$ cat src/hdl/rff_pkg.sv
package rff_pkg;

	localparam int HALF_POINTS = 64;
	localparam int SAMPLE_BITS = 16;
	localparam int SAMPLE_W    = 16;
	localparam int BIN_W       = 6;
	localparam int ADDR_W      = $clog2(HALF_POINTS);
	localparam int LOG_HALF    = ADDR_W;
	localparam int STAGE_W     = (LOG_HALF > 2) ? $clog2(LOG_HALF) : 1;
	localparam int CNT_W       = ADDR_W + 1;
	localparam int TW_W        = 6;
	localparam int TW_SHIFT    = TW_W - LOG_HALF;
	localparam int DATA_W      = 32;
	localparam int OUT_TDATA_W = 72;
	localparam int PADDR_W     = 3;

	localparam logic REG_OFFSET = 1'b0;
	localparam logic REG_LENGTH = 1'b1;

	localparam logic [15:0] QSINE [33] = '{
		16'd0,     16'd1608,  16'd3212,  16'd4808,  16'd6393,  16'd7962,  16'd9512,  16'd11039,
		16'd12540, 16'd14010, 16'd15447, 16'd16846, 16'd18205, 16'd19520, 16'd20788, 16'd22006,
		16'd23170, 16'd24279, 16'd25330, 16'd26320, 16'd27246, 16'd28106, 16'd28899, 16'd29622,
		16'd30274, 16'd30853, 16'd31357, 16'd31786, 16'd32138, 16'd32413, 16'd32610, 16'd32729,
		16'd32767
	};

	typedef struct packed {
		logic signed [15:0] re;
		logic signed [15:0] im;
	} tw_t;

	typedef enum logic [3:0] {
		DP_IDLE,
		DP_READ,
		DP_PREP,
		DP_MUL_RE,
		DP_MUL_IM,
		DP_SUM_IM,
		DP_WR_LO,
		DP_WR_HI,
		DP_OUT
	} dp_op_t;

	typedef enum logic [3:0] {
		S_LOAD,
		S_BF_RD,
		S_BF_MR,
		S_BF_MI,
		S_BF_GI,
		S_BF_W0,
		S_BF_W1,
		S_SP_RD,
		S_SP_PREP,
		S_SP_MR,
		S_SP_MI,
		S_SP_GI,
		S_SP_OUT
	} ctrl_state_t;

	typedef struct packed {
		dp_op_t            op;
		logic              load;
		logic [CNT_W-1:0]  load_cnt;
		logic [ADDR_W-1:0] rd_p;
		logic [ADDR_W-1:0] rd_q;
		logic [ADDR_W-1:0] wr_addr;
		logic              src_b;
		logic              first;
		logic              split;
		logic [TW_W-1:0]   twi;
		logic [ADDR_W-1:0] bin;
		logic              last;
	} dp_cmd_t;

	typedef struct packed {
		logic out_free;
	} dp_status_t;

	// cos and -sin of pi*i/64
	function automatic tw_t twiddle(input logic [TW_W-1:0] i);
		tw_t w;
		logic [5:0] si;
		logic [5:0] ci;
		if (i <= 6'd32) begin
			si = i;
			ci = 6'd32 - i;
			w.re = $signed(QSINE[ci]);
		end else begin
			si = 6'(7'd64 - {1'b0, i});
			ci = i - 6'd32;
			w.re = -$signed(QSINE[ci]);
		end
		w.im = -$signed(QSINE[si]);
		return w;
	endfunction

	function automatic logic [ADDR_W-1:0] bitrev(input logic [ADDR_W-1:0] i);
		logic [ADDR_W-1:0] r;
		for (int n = 0; n < ADDR_W; n++) begin
			r[n] = i[ADDR_W-1-n];
		end
		return r;
	endfunction

	function automatic logic signed [31:0] sat32(input logic signed [63:0] x);
		if (x > 64'sd2147483647) begin
			return 32'sh7fffffff;
		end else if (x < -64'sd2147483648) begin
			return 32'sh80000000;
		end
		return x[31:0];
	endfunction

	function automatic logic signed [31:0] prod_round(input logic signed [48:0] x);
		logic signed [63:0] t;
		t = 64'(x) + 64'sd16384;
		return sat32(t >>> 15);
	endfunction

endpackage

$ cat src/hdl/rff_ctrl.sv
module rff_ctrl (
	input  logic                clk,
	input  logic                arst_n,
	input  logic                s_tvalid,
	output logic                s_tready,
	input  rff_pkg::dp_status_t status,
	output rff_pkg::dp_cmd_t    cmd
);

	rff_pkg::ctrl_state_t state_q, state_nxt;

	logic [rff_pkg::CNT_W-1:0]   load_cnt_q;
	logic [rff_pkg::STAGE_W-1:0] stage_q;
	logic [rff_pkg::ADDR_W-1:0]  bf_q;
	logic [rff_pkg::ADDR_W-1:0]  bin_q;
	logic                        src_b_q;

	logic [rff_pkg::ADDR_W-1:0] mask, jm, g, g2;
	logic [rff_pkg::TW_W-1:0]   bf_twi;
	logic bf_end, stage_end, frame_end, bin_end;

	assign frame_end = (load_cnt_q == rff_pkg::CNT_W'(2 * rff_pkg::HALF_POINTS - 1));
	assign bf_end    = (bf_q == rff_pkg::ADDR_W'(rff_pkg::HALF_POINTS / 2 - 1));
	assign stage_end = (stage_q == rff_pkg::STAGE_W'(rff_pkg::LOG_HALF - 1));
	assign bin_end   = (bin_q == rff_pkg::ADDR_W'(rff_pkg::HALF_POINTS - 1));

	// butterfly pair of the current stage
	always_comb begin
		mask   = (rff_pkg::ADDR_W'(1) << stage_q) - rff_pkg::ADDR_W'(1);
		jm     = bf_q & mask;
		g      = ((bf_q >> stage_q) << ({1'b0, stage_q} + 1'b1)) | jm;
		g2     = g | (rff_pkg::ADDR_W'(1) << stage_q);
		bf_twi = rff_pkg::TW_W'(jm) << (rff_pkg::TW_W - 32'(stage_q));
	end

	always_comb begin
		state_nxt = state_q;
		unique case (state_q)
			rff_pkg::S_LOAD: begin
				if (s_tvalid && frame_end) state_nxt = rff_pkg::S_BF_RD;
			end
			rff_pkg::S_BF_RD: state_nxt = rff_pkg::S_BF_MR;
			rff_pkg::S_BF_MR: state_nxt = rff_pkg::S_BF_MI;
			rff_pkg::S_BF_MI: state_nxt = rff_pkg::S_BF_GI;
			rff_pkg::S_BF_GI: state_nxt = rff_pkg::S_BF_W0;
			rff_pkg::S_BF_W0: state_nxt = rff_pkg::S_BF_W1;
			rff_pkg::S_BF_W1: begin
				if (bf_end && stage_end) state_nxt = rff_pkg::S_SP_RD;
				else state_nxt = rff_pkg::S_BF_RD;
			end
			rff_pkg::S_SP_RD:   state_nxt = rff_pkg::S_SP_PREP;
			rff_pkg::S_SP_PREP: state_nxt = rff_pkg::S_SP_MR;
			rff_pkg::S_SP_MR:   state_nxt = rff_pkg::S_SP_MI;
			rff_pkg::S_SP_MI:   state_nxt = rff_pkg::S_SP_GI;
			rff_pkg::S_SP_GI:   state_nxt = rff_pkg::S_SP_OUT;
			rff_pkg::S_SP_OUT: begin
				if (status.out_free) begin
					state_nxt = bin_end ? rff_pkg::S_LOAD : rff_pkg::S_SP_RD;
				end
			end
			default: state_nxt = rff_pkg::S_LOAD;
		endcase
	end

	always_comb begin
		cmd          = '0;
		cmd.op       = rff_pkg::DP_IDLE;
		cmd.load_cnt = load_cnt_q;
		cmd.src_b    = src_b_q;
		cmd.first    = (stage_q == '0);
		cmd.bin      = bin_q;
		cmd.last     = bin_end;
		s_tready     = 1'b0;
		cmd.split    = 1'b0;
		cmd.twi      = bf_twi;
		cmd.rd_p     = (stage_q == '0) ? rff_pkg::bitrev(g) : g;
		cmd.rd_q     = (stage_q == '0) ? rff_pkg::bitrev(g2) : g2;
		cmd.wr_addr  = g;
		unique case (state_q)
			rff_pkg::S_LOAD: begin
				s_tready = 1'b1;
				cmd.load = s_tvalid;
			end
			rff_pkg::S_BF_RD: cmd.op = rff_pkg::DP_READ;
			rff_pkg::S_BF_MR: cmd.op = rff_pkg::DP_MUL_RE;
			rff_pkg::S_BF_MI: cmd.op = rff_pkg::DP_MUL_IM;
			rff_pkg::S_BF_GI: cmd.op = rff_pkg::DP_SUM_IM;
			rff_pkg::S_BF_W0: cmd.op = rff_pkg::DP_WR_LO;
			rff_pkg::S_BF_W1: begin
				cmd.op      = rff_pkg::DP_WR_HI;
				cmd.wr_addr = g2;
			end
			rff_pkg::S_SP_RD, rff_pkg::S_SP_PREP, rff_pkg::S_SP_MR, rff_pkg::S_SP_MI,
			rff_pkg::S_SP_GI, rff_pkg::S_SP_OUT: begin
				cmd.split = 1'b1;
				cmd.first = 1'b0;
				cmd.twi   = rff_pkg::TW_W'(bin_q) << rff_pkg::TW_SHIFT;
				cmd.rd_p  = bin_q;
				cmd.rd_q  = rff_pkg::ADDR_W'(0) - bin_q;
				unique case (state_q)
					rff_pkg::S_SP_RD:   cmd.op = rff_pkg::DP_READ;
					rff_pkg::S_SP_PREP: cmd.op = rff_pkg::DP_PREP;
					rff_pkg::S_SP_MR:   cmd.op = rff_pkg::DP_MUL_RE;
					rff_pkg::S_SP_MI:   cmd.op = rff_pkg::DP_MUL_IM;
					rff_pkg::S_SP_GI:   cmd.op = rff_pkg::DP_SUM_IM;
					rff_pkg::S_SP_OUT: begin
						cmd.op = status.out_free ? rff_pkg::DP_OUT : rff_pkg::DP_IDLE;
					end
					default: cmd.op = rff_pkg::DP_IDLE;
				endcase
			end
			default: cmd.op = rff_pkg::DP_IDLE;
		endcase
	end

	always_ff @(posedge clk or negedge arst_n) begin
		if (!arst_n) begin
			state_q    <= rff_pkg::S_LOAD;
			load_cnt_q <= '0;
			stage_q    <= '0;
			bf_q       <= '0;
			bin_q      <= '0;
			src_b_q    <= 1'b0;
		end else begin
			state_q <= state_nxt;
			if (state_q == rff_pkg::S_LOAD && s_tvalid) begin
				load_cnt_q <= frame_end ? '0 : load_cnt_q + 1'b1;
				stage_q    <= '0;
				bf_q       <= '0;
				src_b_q    <= 1'b0;
			end
			if (state_q == rff_pkg::S_BF_W1) begin
				if (bf_end) begin
					bf_q    <= '0;
					src_b_q <= ~src_b_q;
					bin_q   <= '0;
					if (!stage_end) stage_q <= stage_q + 1'b1;
				end else begin
					bf_q <= bf_q + 1'b1;
				end
			end
			if (state_q == rff_pkg::S_SP_OUT && status.out_free) begin
				bin_q <= bin_q + 1'b1;
			end
		end
	end

endmodule

$ cat config.mk
export PLATFORM = sky130hd
export DESIGN_NAME = rff_ctrl
export DESIGN_NICKNAME = d
export VERILOG_FILES = /design/src/hdl/rff_pkg.sv /design/src/hdl/rff_ctrl.sv
export SDC_FILE = /design/constraint.sdc
export NUM_CORES = 1
export LEC_CHECK = 0
export BUFFER_PORTS_ARGS = -buffer_cell sky130_fd_sc_hd__buf_2
export CORE_MARGIN = 8
export CORE_UTILIZATION = 35
export DETAILED_ROUTE_END_ITERATION = 7
export SYNTH_ARGS = -nofsm -noshare
export SYNTH_HDL_FRONTEND = slang
export SYNTH_SLANG_ARGS = --single-unit
$ cat constraint.sdc
create_clock -name clk -period 2.9 [get_ports clk]
set_clock_uncertainty 0.1 [all_clocks]
set_input_delay 0.435 -clock clk [delete_from_list [all_inputs] [get_ports clk]]
set_output_delay 0.435 -clock clk [all_outputs]
set_load 0.02 [all_outputs]
* Yosys cells after proc, flatten, opt, wreduce, memory -nomap -nowiden
Cells that the tools add are included.
** Word-level totals
- Register bits :: 27
- Bits of input ports :: 4
** Operators by class
- Add/subtract/negate cells :: 8
- Eq/ne operators :: 18
- Shifts and indexed selects :: 4
- Muxes and demuxes :: 29
- Bitwise operators :: 4
- Reductions and logical operators :: 12
** Operators by type and width (number)
- $mux W6 :: 9
- $pmux W4 S13 :: 1
- $shl A6 B32 Y6 :: 1
- $pmux W4 S7 :: 1
- $pmux W4 S6 :: 1
- $eq A4 B4 Y1 const B :: 5
- $mux W3 :: 6
- $eq A4 B3 Y1 const B :: 4
- $add A6 B1 Y6 const B :: 2
- $mux W12 :: 1
- $mux W4 :: 3
- $or A6 B6 Y6 :: 2
- $eq A4 B2 Y1 const B :: 2
- $mux W8 :: 1
- $add A7 B1 Y7 const B :: 1
- $eq A7 B7 Y1 const B :: 1
- $mux W7 :: 1
- $and A6 B6 Y6 :: 1
- $eq A6 B5 Y1 const B :: 1
- $eq A6 B6 Y1 const B :: 1
- $reduce_bool A2 Y1 :: 3
- $reduce_or A6 Y1 :: 1
- $shl A1 B3 Y6 const A :: 1
- $shl A6 B4 Y6 :: 1
- other kinds (15) :: 24

* Longest topological paths before layout
- Depth in word-level cells :: 7
- Depth in mapped cells :: 10

* Worst setup path before layout
No wires, ideal clock.
- Path type :: reg2out
- Start point :: register stage_q[1] (netlist bit)
- End point :: output port cmd[22] (netlist bit)
- Arrival :: 2.442 ns
- Required time :: 2.365 ns
- Slack :: -0.077 ns
- Cell stages (with the launch flop) :: 10
- Cells stage by stage :: dfrtp_1 -> buf_6 -> buf_2 -> inv_1 -> ha_1 -> buf_2 -> nand3_1 -> nor3_1 -> a311oi_4 -> a221oi_1
** RTL lines
- start: declaration :: RTL line rff_ctrl.sv:13 : logic [rff_pkg::STAGE_W-1:0] stage_q;
- start signal: assignment :: RTL line rff_ctrl.sv:137 : if (!stage_end) stage_q <= stage_q + 1'b1;
- end: declaration :: RTL line rff_ctrl.sv:7 : output rff_pkg::dp_cmd_t cmd

==> implementation parameters <==
Parameter                              Value

Final layout
  Fillers ... 745
  Combined area of the multi-input logic cells ... 1930 um^2
  Layout net count ... 408
  Proportion of layout cells with a drive suffix above 1 ... 31.6%
  Area Growth Syn to Fin ... 28.4%
  Antenna cells ... 0
  FF/Latch Area ... 678 um^2
  Final cell count without fillers ... 492

Clock tree
  H-tree levels ... 1
  Clk_lat worst skew ... 280 ps
  Clock net sink count ... 27
  Number of buffers created by CTS ... 3
  Reg clk slew, reported paths ... 100 ps
  CTS Hold Bufs ... 0
  Master cell of the clock root buffer ... sky130_fd_sc_hd__clkbuf_8
  Deepest clock path buffer count ... 2
  Clock tree from TritonCTS ... built

Synthesis
  Register bit total from synthesis ... 27
  Number of enable-type register cells in the synthesized netlist ... 0
  Synth Area per Inst ... 7.61 um^2
  Instance count of the mapped netlist ... 339
  Post-synth top area cell ... sky130_fd_sc_hd__dfrtp_1
  Yosys warns ... 0
  Dominant synthesized flop cell ... sky130_fd_sc_hd__dfrtp_1
  Share of synthesized flip-flops with an asynchronous set or reset ... 100%
  Most common library cells after synthesis ... sky130_fd_sc_hd__nand2_1, sky130_fd_sc_hd__o21ai_0, sky130_fd_sc_hd__nor2_1, sky130_fd_sc_hd__dfrtp_1, sky130_fd_sc_hd__nand3_1
  Most used standard cell by instance count after synthesis ... sky130_fd_sc_hd__nand2_1
  Portion of synthesized cell area occupied by the leading cell type ... 26.2%
  Net count after synthesis ... 353
  Cell area after synthesis ... 2580 um^2
  Number of distinct library cells after synthesis ... 61
  Sequential area share after synthesis ... 26.2%
  Dominant cells by area after synthesis ... sky130_fd_sc_hd__dfrtp_1, sky130_fd_sc_hd__o21ai_0, sky130_fd_sc_hd__nand2_1

Floorplan
  Chip Width ... 102 um
  Row cnt ... 31
  Initial cell density of the core ... 35.8%
  IO Pins ... 51
  Die span in y ... 102 um
  Overall die area ... 10400 um^2
  Floorplan Core Area ... 7210 um^2

Detailed routing
  Drt drc ... 0
  Drt initial violations ... 207
  Drt first pass iters ... 4
  Routed WL ... 8120 um
  Final ANT Viol Nets ... 0
  Vias ... 2753
  Post-DR vias/cell ... 5.60
  Wire length per cell after detailed routing ... 16.5 um

Setup path
  Startpoint Class ... flip-flop
  Maximum single-stage delay on the critical path ... 450 ps
  CP endpoint kind ... output port
  Slowest cell on the critical path ... sky130_fd_sc_hd__dfrtp_2
  Category of the critical setup timing path ... reg -> out
  Crit-path most repeated cell ... sky130_fd_sc_hd__buf_6
  CP Max Fanout ... 5
  Arrival time reported for the critical path endpoint ... 2420 ps
  Worst Path Required ... 2370 ps
  CP cell instances ... buf_6 -> mux2_4 -> a221oi_4 -> nor2b_2 -> o21bai_2 -> and2_4 -> buf_6 -> a211oi_2 -> buf_4

Timing
  Fmax achieved ... 339 MHz
  Min Clock Period, post-route ... 2950 ps
  Worst-Margin Slew ... 625 ps
  Post-route fraction of the period consumed by the critical path ... 102%
  Setup Total Neg Slack ... -274 ps
  Setup repair after global routing missed its margin ... yes
  Worst setup margin ... -53.6 ps
  Max Transition Viols Final ... 0
  Final count of negative-setup-slack endpoints ... 10
  Final count of hold timing violations ... 0
  Max-Slew Margin vs Limit ... 58.3%

Power and ir drop
  Total power per unit cell area ... 256 nW/um^2
  Maximum vdd ir drop ... 0.308 mV
  Leakage power ... 1.55 nW

GRT
  Number of antenna violations at the first check in global routing ... 0
  Pin count of the biggest net entering global routing ... 28
  Grt total ovfl ... 0
  Global-route wire length before repair ... 13500 um
  Number of global-route vias before repair ... 2698
  Global-route usage over all layers ... 15.9%

Placement
  Final weighted congestion in routability-driven placement ... 0.870
  Placed cell count ... 483
  Detailed placement HPWL ... 6150 um
  Number of port buffers ... 50

Run
  Max-cap violations ... 0

Outcome
  Violated checks ... negative setup slack
  Run status ... finished, violations left

Worst hold path
  Class of the worst hold path ... in -> async
-- layout by cell type, fill, tap and decap left out, types with 3 or more instances in the layout --
| master | n |
|---|---|
| sky130_fd_sc_hd__a21o_1 | 3 |
| sky130_fd_sc_hd__a21oi_1 | 6 |
| sky130_fd_sc_hd__a221oi_2 | 3 |
| sky130_fd_sc_hd__and3_1 | 9 |
| sky130_fd_sc_hd__buf_2 | 41 |
| sky130_fd_sc_hd__buf_4 | 27 |
| sky130_fd_sc_hd__buf_6 | 7 |
| sky130_fd_sc_hd__clkbuf_8 | 3 |
| sky130_fd_sc_hd__dfrtp_1 | 25 |
| sky130_fd_sc_hd__ha_1 | 6 |
| sky130_fd_sc_hd__ha_4 | 3 |
| sky130_fd_sc_hd__inv_1 | 11 |
| sky130_fd_sc_hd__mux2_2 | 3 |
| sky130_fd_sc_hd__mux2i_1 | 4 |
| sky130_fd_sc_hd__nand2_1 | 44 |
| sky130_fd_sc_hd__nand2_2 | 3 |
| sky130_fd_sc_hd__nand2b_1 | 5 |
| sky130_fd_sc_hd__nand3_1 | 18 |
| sky130_fd_sc_hd__nand3b_1 | 3 |
| sky130_fd_sc_hd__nand4_1 | 3 |
| sky130_fd_sc_hd__nor2_1 | 32 |
| sky130_fd_sc_hd__nor2b_1 | 3 |
| sky130_fd_sc_hd__nor3_1 | 7 |
| sky130_fd_sc_hd__o211ai_1 | 3 |
| sky130_fd_sc_hd__o21ai_0 | 34 |
| sky130_fd_sc_hd__o21ai_1 | 10 |
| sky130_fd_sc_hd__o221ai_2 | 3 |
| sky130_fd_sc_hd__o31ai_1 | 3 |
| sky130_fd_sc_hd__xnor2_1 | 7 |
| sky130_fd_sc_hd__xor2_1 | 6 |
-- worst max-delay path: cells and delay by family (launching register included) --
family          cells  cell delay (ps)
simple gates        2              310
mux                 1              320
buf+inv             3              400
compound gates      3              660
flops               1              450
-- per-layer routing --
| layer | up-vias | share of wire, % | track usage (%) |
|---|---|---|---|
| li1 | 1341 | - | - |
| met1 | 1314 | 47 | 22.5 |
| met2 | 86 | 46 | 25.2 |
| met3 | 12 | 5.4 | 1.43 |
| met4 | 0 | 1.3 | 4.29 |
| met5 | - | 0 | 0 |
-- state kept, by name, indices dropped and copies added (netlist names) --
signal and cells:
bin_q 6, stage_q 3, load_cnt_q 7, bf_q 6, src_b_q 1, state_q 4
-- path summary, 6_finish.rpt --
kind | startpoint | end | slack [ps] | cells past startpoint
setup reg to reg | bf_q[1] | bin_q[5] | 660 | 7
hold reg to reg | load_cnt_q[6] | load_cnt_q[6] | 400 | 1
hold / removal | arst_n | bin_q[3] | 50 | 1
setup / recovery | stage_q[1] | cmd[24] | -50 | 9
min in group clk | status | state_q[2] | 360 | 4
max in group asynchronous | arst_n | stage_q[1] | 2190 | 1
-- stage by stage --
stage / worst slack (ps) / instance area [um^2] / power (mW) / hold slack [ps] / util, %
floorplan: -77.2 / 2590 / 0.554 / 39.4 / -
detailed placement: 105 / 2990 / 0.629 / 386 / 41.4
global route: -202 / 3310 / 0.902 / 101 / 45.9
CTS: -38.1 / 3180 / 0.862 / 75.1 / 44.1
global placement: 152 / 2990 / 0.622 / 380 / 41.4
finish: -53.6 / 3310 / 0.849 / 53.6 / 45.9
-- what timing repair did --
action,CTS,global route
buffers inserted,4,1
setup endpoints to repair,18,20
pin swaps,6,8
resized for setup,25,37
hold endpoints to repair,0,0
-- cells by family after synthesis --
group / after synthesis / share of synthesized area (%)
adders and majority gates: 10 / 4.85
xor gates and xnor gates: 13 / 4.41
DFF: 27 / 26.2
muxes: 9 / 3.83
buffers and inverters: 38 / 6.64
AOI/OAI and AO/OA: 96 / 26.9
and+or+nand+nor: 146 / 27.2
-- final cells by class --
cell class                 count  share of cell area [%]
clock buffer                   3                    1.25
clock inverter                 1                   0.264
timing repair buffer          75                    14.7
tap                           99                    3.74
sequential                    27                    20.5
multi-input combinational    274                    58.1
inverter                      13                    1.47
-- where the power goes --
part | internal (mW) | total (mW) | switching [mW]
sequential | 0.410 | 0.460 | 0.0499
combinational | 0.0587 | 0.157 | 0.0986
clock | 0.101 | 0.231 | 0.130
No activity file was read; power rests on OpenSTA's default activity.
